==> src/rtl/core/sstv_pkg.sv <==
`timescale 1ns / 1ps

package sstv_pkg;

   // sizes
   localparam int MAX_LEVELS    = 8;
   localparam int COORD_BITS    = 16;
   localparam int INDEX_BITS    = 13;
   localparam int LEVEL_BITS    = 4;
   localparam int DEPTH_BITS    = $clog2(MAX_LEVELS + 1);
   localparam int CSR_ADDR_BITS = 3;
   localparam int CSR_DATA_BITS = 16;
   localparam int REQ_DATA_BITS = ((INDEX_BITS + 7) / 8) * 8;
   localparam int RSP_DATA_BITS = ((6 * COORD_BITS + 7) / 8) * 8;

   // corner reset values, Q2.14
   localparam logic signed [COORD_BITS-1:0] RESET_A_X = -COORD_BITS'(8192);
   localparam logic signed [COORD_BITS-1:0] RESET_A_Y = -COORD_BITS'(8192);
   localparam logic signed [COORD_BITS-1:0] RESET_B_X = COORD_BITS'(8192);
   localparam logic signed [COORD_BITS-1:0] RESET_B_Y = -COORD_BITS'(8192);
   localparam logic signed [COORD_BITS-1:0] RESET_C_X = COORD_BITS'(0);
   localparam logic signed [COORD_BITS-1:0] RESET_C_Y = COORD_BITS'(8192);
   localparam logic [LEVEL_BITS-1:0]        RESET_LEVELS = LEVEL_BITS'(4);

   // register indexes
   typedef enum logic [CSR_ADDR_BITS-1:0] {
      CSR_A_X    = 3'd0,
      CSR_A_Y    = 3'd1,
      CSR_B_X    = 3'd2,
      CSR_B_Y    = 3'd3,
      CSR_C_X    = 3'd4,
      CSR_C_Y    = 3'd5,
      CSR_LEVELS = 3'd6
   } csr_addr_type;

   typedef struct packed {
      logic signed [COORD_BITS-1:0] y;
      logic signed [COORD_BITS-1:0] x;
   } pt_type;

   typedef struct packed {
      pt_type c;
      pt_type b;
      pt_type a;
   } vtx_type;

   // item moving down the level pipeline
   typedef struct packed {
      vtx_type                 vtx;
      logic [INDEX_BITS-1:0]   rem;
      logic                    err;
   } item_type;

   // configuration seen by the datapath
   typedef struct packed {
      vtx_type                 corners;
      logic [DEPTH_BITS-1:0]   depth;
   } cfg_type;

   // powers of three, 3^0 .. 3^MAX_LEVELS
   typedef logic [31:0] pow3_tbl_type [MAX_LEVELS+1];

   function automatic pow3_tbl_type make_pow3();
      pow3_tbl_type t;
      t[0] = 32'd1;
      for (int i = 1; i <= MAX_LEVELS; i++) begin
         t[i] = t[i-1] * 32'd3;
      end
      return t;
   endfunction

   localparam pow3_tbl_type POW3_TBL = make_pow3();

   // floor((p + q) / 2), formed one bit wider so it never overflows
   function automatic logic signed [COORD_BITS-1:0] midpoint(
      input logic signed [COORD_BITS-1:0] p,
      input logic signed [COORD_BITS-1:0] q
   );
      logic signed [COORD_BITS:0] s;
      s = {p[COORD_BITS-1], p} + {q[COORD_BITS-1], q};
      return s[COORD_BITS:1];
   endfunction

   function automatic pt_type mid_pt(input pt_type p, input pt_type q);
      pt_type r;
      r.x = midpoint(p.x, q.x);
      r.y = midpoint(p.y, q.y);
      return r;
   endfunction

endpackage

==> src/rtl/core/sstv_csr.sv <==
`timescale 1ns / 1ps

module sstv_csr (
   input  logic                                  clock,
   input  logic                                  reset,
   input  logic                                  csr_wr_en,
   input  logic [sstv_pkg::CSR_ADDR_BITS-1:0]    csr_addr,
   input  logic [sstv_pkg::CSR_DATA_BITS-1:0]    csr_wdata,
   output sstv_pkg::cfg_type                     cfg
);
   import sstv_pkg::*;

   vtx_type               corners_ff;
   logic [DEPTH_BITS-1:0] depth_ff;
   logic [LEVEL_BITS-1:0] lvl_wr;
   logic [DEPTH_BITS-1:0] depth_in;

   // levels above the maximum act as the maximum
   assign lvl_wr   = csr_wdata[LEVEL_BITS-1:0];
   assign depth_in = (32'(lvl_wr) > MAX_LEVELS) ? DEPTH_BITS'(MAX_LEVELS)
                                                 : DEPTH_BITS'(lvl_wr);

   // register file, writes to unknown indexes are dropped
   always_ff @(posedge clock) begin
      if (reset) begin
         corners_ff.a.x <= RESET_A_X;
         corners_ff.a.y <= RESET_A_Y;
         corners_ff.b.x <= RESET_B_X;
         corners_ff.b.y <= RESET_B_Y;
         corners_ff.c.x <= RESET_C_X;
         corners_ff.c.y <= RESET_C_Y;
         depth_ff       <= DEPTH_BITS'(RESET_LEVELS);
      end else if (csr_wr_en) begin
         unique case (csr_addr)
            CSR_A_X:    corners_ff.a.x <= COORD_BITS'(csr_wdata);
            CSR_A_Y:    corners_ff.a.y <= COORD_BITS'(csr_wdata);
            CSR_B_X:    corners_ff.b.x <= COORD_BITS'(csr_wdata);
            CSR_B_Y:    corners_ff.b.y <= COORD_BITS'(csr_wdata);
            CSR_C_X:    corners_ff.c.x <= COORD_BITS'(csr_wdata);
            CSR_C_Y:    corners_ff.c.y <= COORD_BITS'(csr_wdata);
            CSR_LEVELS: depth_ff       <= depth_in;
            default: begin
            end
         endcase
      end
   end

   assign cfg.corners = corners_ff;
   assign cfg.depth   = depth_ff;

endmodule

==> config.mk <==
export PLATFORM = sky130hd
export DESIGN_NAME = sstv_csr
export DESIGN_NICKNAME = d
export VERILOG_FILES = /design/src/rtl/core/sstv_pkg.sv /design/src/rtl/core/sstv_csr.sv
export SDC_FILE = /design/constraint.sdc
export NUM_CORES = 1
export LEC_CHECK = 0
export BUFFER_PORTS_ARGS = -buffer_cell sky130_fd_sc_hd__buf_2
export CAP_MARGIN = 20
export CORE_MARGIN = 2
export CORE_UTILIZATION = 53
export CTS_CLUSTER_SIZE = 28
export DETAILED_ROUTE_END_ITERATION = 7
export PLACE_DENSITY = 0.91
export SYNTH_ARGS = -nofsm -noshare
export SYNTH_HDL_FRONTEND = slang
export SYNTH_SLANG_ARGS = --single-unit
export TNS_END_PERCENT = 10
==> constraint.sdc <==
create_clock -name clock -period 2.8 [get_ports clock]
set_input_delay 0.28 -clock clock [delete_from_list [all_inputs] [get_ports clock]]
set_output_delay 0.28 -clock clock [all_outputs]
set_load 0.02 [all_outputs]
==> results.sh <==
export IMPL_synth_avg_cell_area_um2=8.30
export IMPL_worstPathArrival_ns=1.61
export IMPL_max_cap_violations=0
export IMPL_finalHoldViolCount=0
export IMPL_mostFrequentLayoutCells="nand2_1, buf_2, dfxtp_1"
export IMPL_hp_class="input port to register"
export IMPL_overflow=0
export IMPL_cp_end_kind="register"
export IMPL_multi_input_area_um2=1450
export IMPL_skew_ns=0
export IMPL_setup_tns_ns=0
export IMPL_mostFrequentLayoutCell="nand2_1"
export IMPL_dieArea_um2=7520
export IMPL_first_pass_iters=5
export IMPL_rows=30
export IMPL_syn_area_um2=3630
export IMPL_whs_ns=0.183
export IMPL_grt_pass1_wl_um=14600
export IMPL_vias=3330
export IMPL_root_buffer="clkbuf_8"
export IMPL_critPathLaunchType="input port"
export IMPL_synth_nets=459
export IMPL_start_util=0.540
export IMPL_cts_setup_buffers=0
export IMPL_synth_seq_cells=100
export IMPL_fin_cells=622
export IMPL_regArea_um2=2000
export IMPL_place_ws_ns=1.11
export IMPL_hp_start="csr_wdata[13]"
export IMPL_post_drt_via_cell_ratio=5.35
export IMPL_period_share=0.477
export IMPL_fp_coreArea_um2=6720
export IMPL_nFillCells=594
export IMPL_critPathBufInv=1
export IMPL_cp_max_fo=19
export IMPL_power_density_nw_per_um2=574
export IMPL_drive_above_1_share=0.280
export IMPL_postRouteAntennaNets=0
export IMPL_grtUsageTotal=0.251
export IMPL_critical_path_startpoint="csr_addr[2]"
export IMPL_cp_top_family="simple AND/OR/NAND/NOR gates"
export IMPL_slew_violations=0
export IMPL_wire_per_inst_um=15.1
export IMPL_numPortBuffers=121
export IMPL_clkTransAtPathRegs_ns=0.08
export IMPL_clock_fmax_mhz=749
export IMPL_worstPathCellList="buf_2 > nor4b_4 > nand2_1 > a21oi_1"
export IMPL_clock_latency_ns=0.34
export IMPL_period_minus_slack_ns=1.33
export IMPL_antenna_found_initial=0
export IMPL_dieHeight_um=86.7
export IMPL_crit_slowest_cell="nor4b_4"
export IMPL_syn_inst=437
export IMPL_yosysSeqAreaShare=0.552
export IMPL_run_status="completed"
export IMPL_dp_cells=607
export IMPL_slew_headroom=0.427
export IMPL_num_antenna_cells=0
export IMPL_vdd_drop_max_uv=255
export IMPL_first_iter_violations=251
export IMPL_worstReg2RegStart="cfg[18]"
export IMPL_grt_pass1_vias=2967
export IMPL_rsz0062_at_grt="no"
export IMPL_grt_max_degree=60
export IMPL_finalPower_mw=2.50
export IMPL_cp_required_ns=3.07
export IMPL_synthToLayoutAreaGrowth_pct=20.2
export IMPL_slowest_delay_ns=0.80
export IMPL_cts_buffers=9
export IMPL_finalNetCount=560
export IMPL_cts_hold_buf=0
export IMPL_worst_pin_slew_ns=0.855
export IMPL_power_leakage_nw=1.81
export IMPL_hpwl_um=6740
export IMPL_cts_resized_gates=0
export IMPL_drt_total_wl_um=9420
export IMPL_setup_violations=0
export IMPL_htree_levels=3
export IMPL_synth_warnings=0
export IMPL_cts_sink_count=100
export IMPL_ios=122
export IMPL_crit_type="input port to register"
export IMPL_cts_buffer_depth=2
export IMPL_setup_slack_ns=1.47
export IMPL_yosysUniqueCellTypes=22
export IMPL_drc=0
export IMPL_cts_tree="yes"
export IMPL_gp_congestion=0.820
export IMPL_die_w_um=86.7
metrics by stage:
| stage | cell area (um2) | util |
|---|---|---|
| after floorplan | 3630 | - |
| after global placement | 4180 | 0.623 |
| after detailed placement | 4180 | 0.623 |
| after CTS | 4360 | 0.649 |
| after global routing | 4360 | 0.649 |
| final | 4360 | 0.649 |
registers in the layout (all words and copies together), names as in the netlist:
name / cells
cfg: 96
depth_ff: 4
power breakdown:
part	switching, mW	internal, mW	total [mW]	leakage, nW
clock	0.457	0.364	0.821	0.0872
combinational	0.153	0.0630	0.216	0.913
sequential	0.0156	1.45	1.47	0.810
synth_stat cells, drive strengths merged:
library cell / number / area [um2]
nor4bb: 1 / 10.0
nand4b: 3 / 41.3
nor2: 4 / 15.0
or4b: 1 / 13.8
and4bb: 2 / 25.0
or3b: 2 / 17.5
nor3b: 1 / 7.51
nand4bb: 3 / 33.8
and4b: 2 / 20.0
mux2i: 1 / 10.0
a21oi: 98 / 517
clkbuf: 16 / 60.1
a211o: 1 / 8.76
buf: 18 / 121
nor4b: 1 / 23.8
dfxtp: 100 / 2000
nor3: 11 / 55.1
nand2: 172 / 646
worst reg2reg max path: stages (launching register included):
cell	delay, ns
dfxtp_1	0.33
nor3_1	0.23
a21oi_1	0.07
area by class of cell:
| class | instances | share of cell area |
|---|---|---|
| Clock inverter | 4 | 0.00574 |
| Multi-Input combinational cell | 303 | 0.333 |
| Clock buffer | 11 | 0.0347 |
| Tap cell | 80 | 0.0230 |
| Sequential cell | 100 | 0.459 |
| Timing Repair Buffer | 124 | 0.145 |
final timing paths:
kind	cells after the start	to	slack (ns)
max reg2reg	2	cfg[18]	2.03
min reg2reg	2	cfg[84]	0.45
min	3	cfg[81]	0.18
max	4	cfg[6]	1.47
cell families (layout without fill, tap and decap cells):
| kind of cell | Yosys count | in the layout | share of synthesized area |
|---|---|---|---|
| AND/OR/NAND/NOR | 203 | 203 | 0.250 |
| flip-flops | 100 | 100 | 0.552 |
| AO/OA/AOI/OAI | 99 | 99 | 0.145 |
| buffers and inverters | 34 | 139 | 0.0500 |
| multiplexers | 1 | 1 | 0.00276 |
routing by layer:
metal	wire length (um)	part of all wire	GRT usage
met3	629	0.067	0.0467
met5	0	0	0
met1	4000	0.42	0.335
met2	4610	0.49	0.397
met4	178	0.019	0.109
Note: power is estimated with default switching activity, not from simulation.
