$ cat src/rtl/core/sstv_pkg.sv
`timescale 1ns / 1ps

package sstv_pkg;

   // sizes
   localparam int MAX_LEVELS    = 8;
   localparam int COORD_BITS    = 16;
   localparam int INDEX_BITS    = 13;
   localparam int LEVEL_BITS    = 4;
   localparam int DEPTH_BITS    = $clog2(MAX_LEVELS + 1);
   localparam int CSR_ADDR_BITS = 3;
   localparam int CSR_DATA_BITS = 16;
   localparam int REQ_DATA_BITS = ((INDEX_BITS + 7) / 8) * 8;
   localparam int RSP_DATA_BITS = ((6 * COORD_BITS + 7) / 8) * 8;

   // corner reset values, Q2.14
   localparam logic signed [COORD_BITS-1:0] RESET_A_X = -COORD_BITS'(8192);
   localparam logic signed [COORD_BITS-1:0] RESET_A_Y = -COORD_BITS'(8192);
   localparam logic signed [COORD_BITS-1:0] RESET_B_X = COORD_BITS'(8192);
   localparam logic signed [COORD_BITS-1:0] RESET_B_Y = -COORD_BITS'(8192);
   localparam logic signed [COORD_BITS-1:0] RESET_C_X = COORD_BITS'(0);
   localparam logic signed [COORD_BITS-1:0] RESET_C_Y = COORD_BITS'(8192);
   localparam logic [LEVEL_BITS-1:0]        RESET_LEVELS = LEVEL_BITS'(4);

   // register indexes
   typedef enum logic [CSR_ADDR_BITS-1:0] {
      CSR_A_X    = 3'd0,
      CSR_A_Y    = 3'd1,
      CSR_B_X    = 3'd2,
      CSR_B_Y    = 3'd3,
      CSR_C_X    = 3'd4,
      CSR_C_Y    = 3'd5,
      CSR_LEVELS = 3'd6
   } csr_addr_type;

   typedef struct packed {
      logic signed [COORD_BITS-1:0] y;
      logic signed [COORD_BITS-1:0] x;
   } pt_type;

   typedef struct packed {
      pt_type c;
      pt_type b;
      pt_type a;
   } vtx_type;

   // item moving down the level pipeline
   typedef struct packed {
      vtx_type                 vtx;
      logic [INDEX_BITS-1:0]   rem;
      logic                    err;
   } item_type;

   // configuration seen by the datapath
   typedef struct packed {
      vtx_type                 corners;
      logic [DEPTH_BITS-1:0]   depth;
   } cfg_type;

   // powers of three, 3^0 .. 3^MAX_LEVELS
   typedef logic [31:0] pow3_tbl_type [MAX_LEVELS+1];

   function automatic pow3_tbl_type make_pow3();
      pow3_tbl_type t;
      t[0] = 32'd1;
      for (int i = 1; i <= MAX_LEVELS; i++) begin
         t[i] = t[i-1] * 32'd3;
      end
      return t;
   endfunction

   localparam pow3_tbl_type POW3_TBL = make_pow3();

   // floor((p + q) / 2), formed one bit wider so it never overflows
   function automatic logic signed [COORD_BITS-1:0] midpoint(
      input logic signed [COORD_BITS-1:0] p,
      input logic signed [COORD_BITS-1:0] q
   );
      logic signed [COORD_BITS:0] s;
      s = {p[COORD_BITS-1], p} + {q[COORD_BITS-1], q};
      return s[COORD_BITS:1];
   endfunction

   function automatic pt_type mid_pt(input pt_type p, input pt_type q);
      pt_type r;
      r.x = midpoint(p.x, q.x);
      r.y = midpoint(p.y, q.y);
      return r;
   endfunction

endpackage

$ cat src/rtl/core/sstv_level_stage.sv
`timescale 1ns / 1ps

module sstv_level_stage (
   input  logic                               clock,
   input  logic                               reset,
   input  logic [sstv_pkg::DEPTH_BITS-1:0]    stage_pos,
   input  logic [sstv_pkg::DEPTH_BITS-1:0]    depth,
   input  logic                               in_valid,
   output logic                               in_ready,
   input  sstv_pkg::item_type                 in_item,
   output logic                               out_valid,
   input  logic                               out_ready,
   output sstv_pkg::item_type                 out_item
);
   import sstv_pkg::*;

   logic       valid_ff;
   item_type   item_ff;
   item_type   item_in;
   logic [31:0] rem_w;
   logic [31:0] weight;
   logic        active;
   pt_type      ab;
   pt_type      ac;
   pt_type      bc;

   // digit weight of this level, level is skipped above the depth in use
   assign weight = POW3_TBL[stage_pos];
   assign active = stage_pos < depth;
   assign rem_w  = {{(32-INDEX_BITS){1'b0}}, in_item.rem};

   assign ab = mid_pt(in_item.vtx.a, in_item.vtx.b);
   assign ac = mid_pt(in_item.vtx.a, in_item.vtx.c);
   assign bc = mid_pt(in_item.vtx.b, in_item.vtx.c);

   // strip the top digit and keep one of the three corner triangles
   always_comb begin
      item_in = in_item;
      if (active && !in_item.err) begin
         priority if (rem_w >= (weight << 1)) begin
            item_in.rem   = INDEX_BITS'(rem_w - (weight << 1));
            item_in.vtx.a = ac;
            item_in.vtx.b = bc;
         end else if (rem_w >= weight) begin
            item_in.rem   = INDEX_BITS'(rem_w - weight);
            item_in.vtx.a = ab;
            item_in.vtx.c = bc;
         end else begin
            item_in.vtx.b = ab;
            item_in.vtx.c = ac;
         end
      end
   end

   assign in_ready = !valid_ff || out_ready;

   // stage register
   always_ff @(posedge clock) begin
      if (reset) begin
         valid_ff <= 1'b0;
      end else if (in_ready) begin
         valid_ff <= in_valid;
      end
   end

   always_ff @(posedge clock) begin
      if (in_ready && in_valid) begin
         item_ff <= item_in;
      end
   end

   assign out_valid = valid_ff;
   assign out_item  = item_ff;

endmodule

$ cat config.mk
export PLATFORM = sky130hd
export DESIGN_NAME = sstv_level_stage
export DESIGN_NICKNAME = d
export VERILOG_FILES = /design/src/rtl/core/sstv_pkg.sv /design/src/rtl/core/sstv_level_stage.sv
export SDC_FILE = /design/constraint.sdc
export NUM_CORES = 1
export LEC_CHECK = 0
export BUFFER_PORTS_ARGS = -buffer_cell sky130_fd_sc_hd__clkbuf_2
export CAP_MARGIN = 20
export CORE_UTILIZATION = 50
export CTS_CLUSTER_SIZE = 40
export DETAILED_ROUTE_END_ITERATION = 12
export GPL_TIMING_DRIVEN = 0
export PLACE_DENSITY = 0.87
export SETUP_SLACK_MARGIN = 0.02
export SYNTH_ARGS = -nofsm -noshare
export SYNTH_HDL_FRONTEND = slang
export SYNTH_SLANG_ARGS = --single-unit
$ cat constraint.sdc
create_clock -name clock -period 3.7 [get_ports clock]
set_input_delay 0.37 -clock clock [delete_from_list [all_inputs] [get_ports clock]]
set_output_delay 0.37 -clock clock [all_outputs]
set_load 0.05 [all_outputs]
==> metrics.cfg, run 1 <==
[status]
status=finished, final reports clean

[die]
die_width_um=148.4
initial_core_util=0.5096
core_region_area_um2=21020
rows=53
dieArea_um2=22020
io_pins=234
die_y_um=148.4

[place]
gp_congestion=0.9913
dpl-instance-area_um2=12250
io_buffers=233
dpl.hpwl_mm=29.23

[detailed_routing]
vias=11390
first_pass_iters=6
antenna_left=0
vias_per_cell=6.496
avgRoutedWirePerCell_um=21.82
remaining_drc_errors=0
wl_mm=38.27
first_iter_violations=1314

[sta]
max_freq_ghz=0.2762
skew_ps=8.316
worst_slew_pin_slew_ps=902.1
fin_setup_tns_ps=0
rsz0062_at_grt=no
fin_crit_sh=0.9786
drv_slew=0
finalHoldViolCount=0
final.min_clock_period_ps=3621
slew_headroom=0.3986
finalSetupViolations=0

[synthesis]
synthArstFlopShare=0
synth-main-ff-cell=edfxtp_1
synth_top_area_share=0.3083
synth-seq-cells=111
synth_fp_nets=1467
synth_simple_gate_area_frac=0.1626
avgSynthCellArea_um2=8.752
synth_top_family_by_area=compound AO/OA/AOI/OAI gates
ys.warnings.count=0
yosys.cell_count.top_type=nand2_1
syn_area_um2=10710
synth_edf_count=110
synthAdderAreaFrac=0.1469
synth_compound_area_frac=0.2744
postSynthCellCount=1224
synthMuxAreaShare=0.003037
synthTopCellsByArea=edfxtp_1 31%, ha_1 13%, a21oi_1 5.5%, nand2_1 5.1%, xnor2_1 4.3%
synthTopCellsByCount=145 x nand2_1, 118 x a21oi_1, 118 x nor2_1
yosysTopAreaCell=edfxtp_1
synth_cell_types=81
synth_xor_xnor_area_share=0.06949
synth_seq_area_share=0.3102

[global_route]
grt_use_total=0.3430
grt_pass1_vias=10360
grt_pass1_wl_mm=56.79
met1_usage=0.4442
antenna_found_initial=0
gr-usage-met2=0.5319
met3_usage=0.07638
busiest_layer=met2
grt_max_degree=71
overflow=0

[critical_path]
critical_path_class=in2reg
setup.worst_path.start_class=input port
worstPathRequired_ps=3810
crit_chain=clkbuf_2 > clkinvlp_4 > nand2_2 > ha_1 > ha_1 > or3b_1 > a21o_1 > a221oi_4 > o21a_1 > buf_6 > buf_4 > nand2_2 > o211ai_1
path_max_fanout=10
critPathSlowestCell=o211ai_1
critPathCaptureType=register
slowest_delay_ps=470
critPathArrivalTime_ps=3730

[cells_and_area]
drive_gt1_frac=0.2170
antenna_cells=0
postLayoutCellArea_um2=12650
final_nets=1717
area_growth_pct=18.10
fin_util=0.6019
fill_cells=1807

[clock_tree]
numCtsBuffers=9
cts_tree=built
cts.hold.buffers_added=0
clk_pin_slew_ps=80
h-tree-depth=3
root_buffer=clkbuf_16
cts.sinks=111
clk_latency_ps=370
cts_buffer_depth=2

[pwr]
vdd.ir_drop.worst_mv=0.2430
leakagePower_nw=5.502
powerDensity_nw_per_um2=403.5

[job]
max-cap-violations=0

[worst_hold_path]
hp-class=in2reg

==> cells in the final DEF (no fill, tap or decap), types with 32 or more instances in the layout <==
master / instances
xnor2_1: 53
nand2_1: 142
a21oi_1: 118
ha_1: 113
clkbuf_2: 233
inv_1: 37
a21o_1: 35
edfxtp_1: 110
nor2_1: 118
xor2_1: 32
o21ai_0: 66
==> per-stage QoR <==
stage / hold WS [ps] / setup WS, ps / instances / total power (W)
global placement: 489.4 / -415.4 / 1732 / 0.003887
detailed placement: 521.6 / -451.5 / 1733 / 0.003923
global route: 149.1 / 16.43 / 1754 / 0.005319
floorplan: 439.1 / 651.2 / 1224 / 0.003266
finish: 149.6 / 79.08 / 1754 / 0.005105
CTS: 137.9 / 28.51 / 1749 / 0.005039
==> worst paths after layout <==
kind	slack (ps)	cells after the start	end	start
setup / recovery	80	13	out_item[59]	stage_pos[3]
hold / removal	150	2	out_valid	reset
hold reg to reg	530	2	out_valid	out_valid
setup reg to reg	2000	3	out_item[55]	out_valid
==> layer usage <==
layer | vias to the layer above | part of all wire
met1 | 5272 | 0.39
met5 | - | 0
met2 | 820 | 0.44
met3 | 152 | 0.12
met4 | 0 | 0.049
li1 | 5150 | -
==> power breakdown <==
part	leakage, nW	switching [W]	total, W	internal (W)
sequential	1.07	0.0000421	0.00159	0.00155
clock	0.158	0.000516	0.00112	0.000604
combinational	4.27	0.00164	0.00239	0.000756
==> worst max-delay path: cells and delay by family <==
kind | cells | cell delay, ps
AO/OA/AOI/OAI | 4 | 1250
adder cells (fa/ha/maj) | 2 | 440
buffers and inverters | 4 | 920
AND/OR/NAND/NOR | 3 | 710
==> flip-flops by register name, indices dropped and copies added (netlist names) <==
register / flops
out_item: 110
out_valid: 1
==> repair_timing <==
action | in CTS | in global routing
gates resized for setup | 3 | 5
setup endpoints to repair | 11 | 27
pin swaps | 1 | 1
buffers inserted | 0 | 5
==> cell type report <==
cell class / instances / area, µm² / share of cell area
plain buffers: 42 / 220.2 / 0.01741
inverters: 38 / 146.4 / 0.01157
repair buffers: 239 / 1231 / 0.09731
clock inverters: 7 / 101.3 / 0.008010
clock buffers: 9 / 225.2 / 0.01780
well taps: 275 / 344.1 / 0.02720
flip-flops and latches: 111 / 3323 / 0.2627
multi-input cells: 1033 / 7061 / 0.5581
==> kinds of logic after synthesis <==
kind of cell             Yosys count
XOR/XNOR                          85
buffers and inverters             80
adder cells (fa/ha/maj)          121
multiplexers                       3
AND/OR/NAND/NOR                  386
AO/OA/AOI/OAI                    438
flip-flops                       111
(Power assumes the default switching activity.)
==> run 2, diff against run 1 <==
- ABC_AREA: not set -> 1
- BUFFER_PORTS_ARGS: -buffer_cell sky130_fd_sc_hd__clkbuf_2 -> -buffer_cell sky130_fd_sc_hd__buf_2
- PLACE_DENSITY: 0.87 -> 0.85
==> metrics.cfg, run 2 <==
[clock_tree]
cts_setup_buffers=0  ; unchanged
cts_tree=built  ; unchanged
cts_buffer_depth=2  ; unchanged
clk_latency_ps=380  ; was 370 ps
numCtsBuffers=9  ; unchanged
clk_pin_slew_ps=90  ; was 80 ps
post_cts_resized=0  ; was 3
cts.hold.buffers_added=0  ; unchanged
cts.sinks=111  ; unchanged
root_buffer=clkbuf_16  ; unchanged
h-tree-depth=3  ; unchanged

[synthesis]
synthTopCellsByCount=1012 x nand2_1, 293 x inv_1, 237 x nand3_1  ; was 145 x nand2_1, 118 x a21oi_1, 118 x nor2_1
avgSynthCellArea_um2=6.077  ; was 8.752 µm²
synth-seq-cells=111  ; unchanged
synth_cell_types=40  ; was 81
ys.warnings.count=0  ; unchanged
synth_seq_area_share=0.2419  ; was 0.3102
synth_edf_count=110  ; unchanged
postSynthCellCount=2261  ; was 1224
syn_area_um2=13740  ; was 10710 µm²
synthTopCellsByArea=nand2_1 28%, edfxtp_1 24%, ha_1 10%, nand3_1 8.6%, inv_1 8.0%  ; was edfxtp_1 31%, ha_1 13%, a21oi_1 5.5%, nand2_1 5.1%, xnor2_1 4.3%
synth_fp_nets=2504  ; was 1467
yosys.cell_count.top_type=nand2_1  ; unchanged
synth_top_area_share=0.2765  ; was 0.3083
yosysTopAreaCell=nand2_1  ; was edfxtp_1
synthArstFlopShare=0  ; unchanged
synth-main-ff-cell=edfxtp_1  ; unchanged

[cells_and_area]
layout_commonest_cell=nand2_1  ; was clkbuf_2
antenna_cells=0  ; unchanged
drive_gt1_frac=0.1321  ; was 0.2170
area_growth_pct=14.52  ; was 18.10%
final_nets=2752  ; was 1717
final_cell_mix=1012 x nand2_1, 293 x inv_1, 262 x buf_2  ; was 233 x clkbuf_2, 142 x nand2_1, 118 x nor2_1, 118 x a21oi_1, 113 x ha_1
largest_reg_flops=110  ; unchanged

[die]
rows=60  ; was 53
dieArea_um2=28150  ; was 22020 µm²
core_region_area_um2=26950  ; was 21020 µm²
die_y_um=167.8  ; was 148.4 µm
initial_core_util=0.5098  ; was 0.5096
die_width_um=167.8  ; was 148.4 µm
io_pins=234  ; unchanged

[sta]
fin_setup_tns_ps=0  ; unchanged
slew_headroom=0.3863  ; was 0.3986
rsz0062_at_grt=no  ; unchanged
finalSetupViolations=0  ; unchanged
fin_crit_sh=0.8774  ; was 0.9786
finalHoldViolCount=0  ; unchanged
worst_slew_pin_slew_ps=920.6  ; was 902.1 ps
setup_slack_ps=453.6  ; was 79.08 ps
skew_ps=16.55  ; was 8.316 ps
drv_slew=0  ; unchanged
max_freq_ghz=0.3080  ; was 0.2762 GHz
final.min_clock_period_ps=3246  ; was 3621 ps
holdWs_ps=128.2  ; was 149.6 ps

[pwr]
total_power_w=0.005645  ; was 0.005105 W
powerDensity_nw_per_um2=358.8  ; was 403.5 nW/µm²
vdd.ir_drop.worst_mv=0.2525  ; was 0.2430 mV
leakagePower_nw=8.954  ; was 5.502 nW

[place]
dpl.hpwl_mm=44.99  ; was 29.23 mm
io_buffers=233  ; unchanged
place_ws_ps=166.4  ; was -451.5 ps
gp_congestion=1.053  ; was 0.9913

[critical_path]
critPathArrivalTime_ps=3350  ; was 3730 ps
cp_common_cell=nand2_1
crit_chain=buf_2 > inv_2 > nand2_1 > inv_1 > o21ai_0 > ha_1 > nand2_1 > nand2_1 > nand3_1 > nand3_2 > nand2_1 > nand2_4 > clkbuf_1 > nand3_1 > nand3_1 > nand2_1  ; was clkbuf_2 > clkinvlp_4 > nand2_2 > ha_1 > ha_1 > or3b_1 > a21o_1 > a221oi_4 > o21a_1 > buf_6 > buf_4 > nand2_2 > o211ai_1
worstPathRequired_ps=3800  ; was 3810 ps
critPathCaptureType=register  ; unchanged
slowest_delay_ps=720  ; was 470 ps
cp_num_buf_inv=4  ; unchanged
critPathSlowestCell=clkbuf_1  ; was o211ai_1
path_max_fanout=10  ; unchanged
path_delay_family=simple AND/OR/NAND/NOR gates  ; was compound AO/OA/AOI/OAI gates
setup.worst_path.start_class=input port  ; unchanged
critical_path_class=in2reg  ; unchanged

[global_route]
antenna_found_initial=0  ; unchanged
grt_pass1_wl_mm=83.17  ; was 56.79 mm
grt_max_degree=33  ; was 71
overflow=0  ; unchanged
grt_use_total=0.3943  ; was 0.3430
grt_pass1_vias=14590  ; was 10360

[detailed_routing]
remaining_drc_errors=0  ; unchanged
avgRoutedWirePerCell_um=19.49  ; was 21.82 µm
vias=16030  ; was 11390
first_iter_violations=1837  ; was 1314
wl_mm=55.64  ; was 38.27 mm
vias_per_cell=5.615  ; was 6.496
first_pass_iters=6  ; unchanged
antenna_left=0  ; unchanged

[worst_hold_path]
hp-class=in2reg  ; unchanged

[status]
status=finished, final reports clean  ; unchanged

[job]
max-cap-violations=0  ; unchanged

-- run 2: changes by cell type after synthesis, sizes merged, moves of 28 or more --
cell	before	now
nand3	17	239
a21o	35	1
nand2	148	1020
inv	38	303
xnor2	53	13
a31oi	30	2
-- run 2: final timing paths --
kind	startpoint	end	slack (ps)	cells after the start
min reg2reg	out_valid	out_valid	530	2
max	stage_pos[3]	out_item[57]	450	16
max reg2reg	out_valid	out_item[18]	2250	3
min	reset	out_valid	130	2
-- run 2: cells by family (layout without fill, tap and decap cells) --
family                     Yosys count  in the layout  share of synthesized area
AOI/OAI and AO/OA                  170            170                    0.06684
xor gates and xnor gates            52             52                    0.03315
adders and majority gates          121            121                     0.1146
buffers and inverters              355            608                     0.1049
DFF                                111            111                     0.2419
and+or+nand+nor                   1452           1452                     0.4387
-- run 2: routing by layer --
| layer | up-vias | wire length, µm | global-route usage |
|---|---|---|---|
| met3 | 155 | 6530 | 0.09359 |
| met2 | 911 | 23300 | 0.6024 |
| met4 | 0 | 2506 | 0.1691 |
| met5 | - | 0 | 0 |
| li1 | 7715 | - | - |
| met1 | 7250 | 23300 | 0.5301 |
-- run 2: worst reg2reg max path: cells and delay by family (launching register included) --
kind | cells | cell delay [ps]
buffers and inverters | 2 | 480
DFF | 1 | 350
AOI/OAI and AO/OA | 1 | 320
-- run 2: cell type report --
class	count	area, µm²
tap	341	426.7
multi-input combinational	1795	8986
clock inverter	7	70.07
sequential	111	3323
clock buffer	9	225.2
timing repair buffer	237	1261
buffer	52	304.0
inverter	303	1137
fill	2645	11220
-- run 2: power by group --
group / switching, W / internal [W] / total, W
sequential: 0.0000336 / 0.00156 / 0.00159
clock: 0.000573 / 0.000480 / 0.00105
combinational: 0.00217 / 0.000831 / 0.00300
-- run 2: through the flow --
stage,area (µm²),util,cells
after CTS,15730,0.5838,2855
after detailed placement,15440,0.5728,2839
after global placement,15340,0.5693,2835
after floorplan,13750,-,2261
after global routing,15730,0.5838,2855
final,15730,0.5838,2855
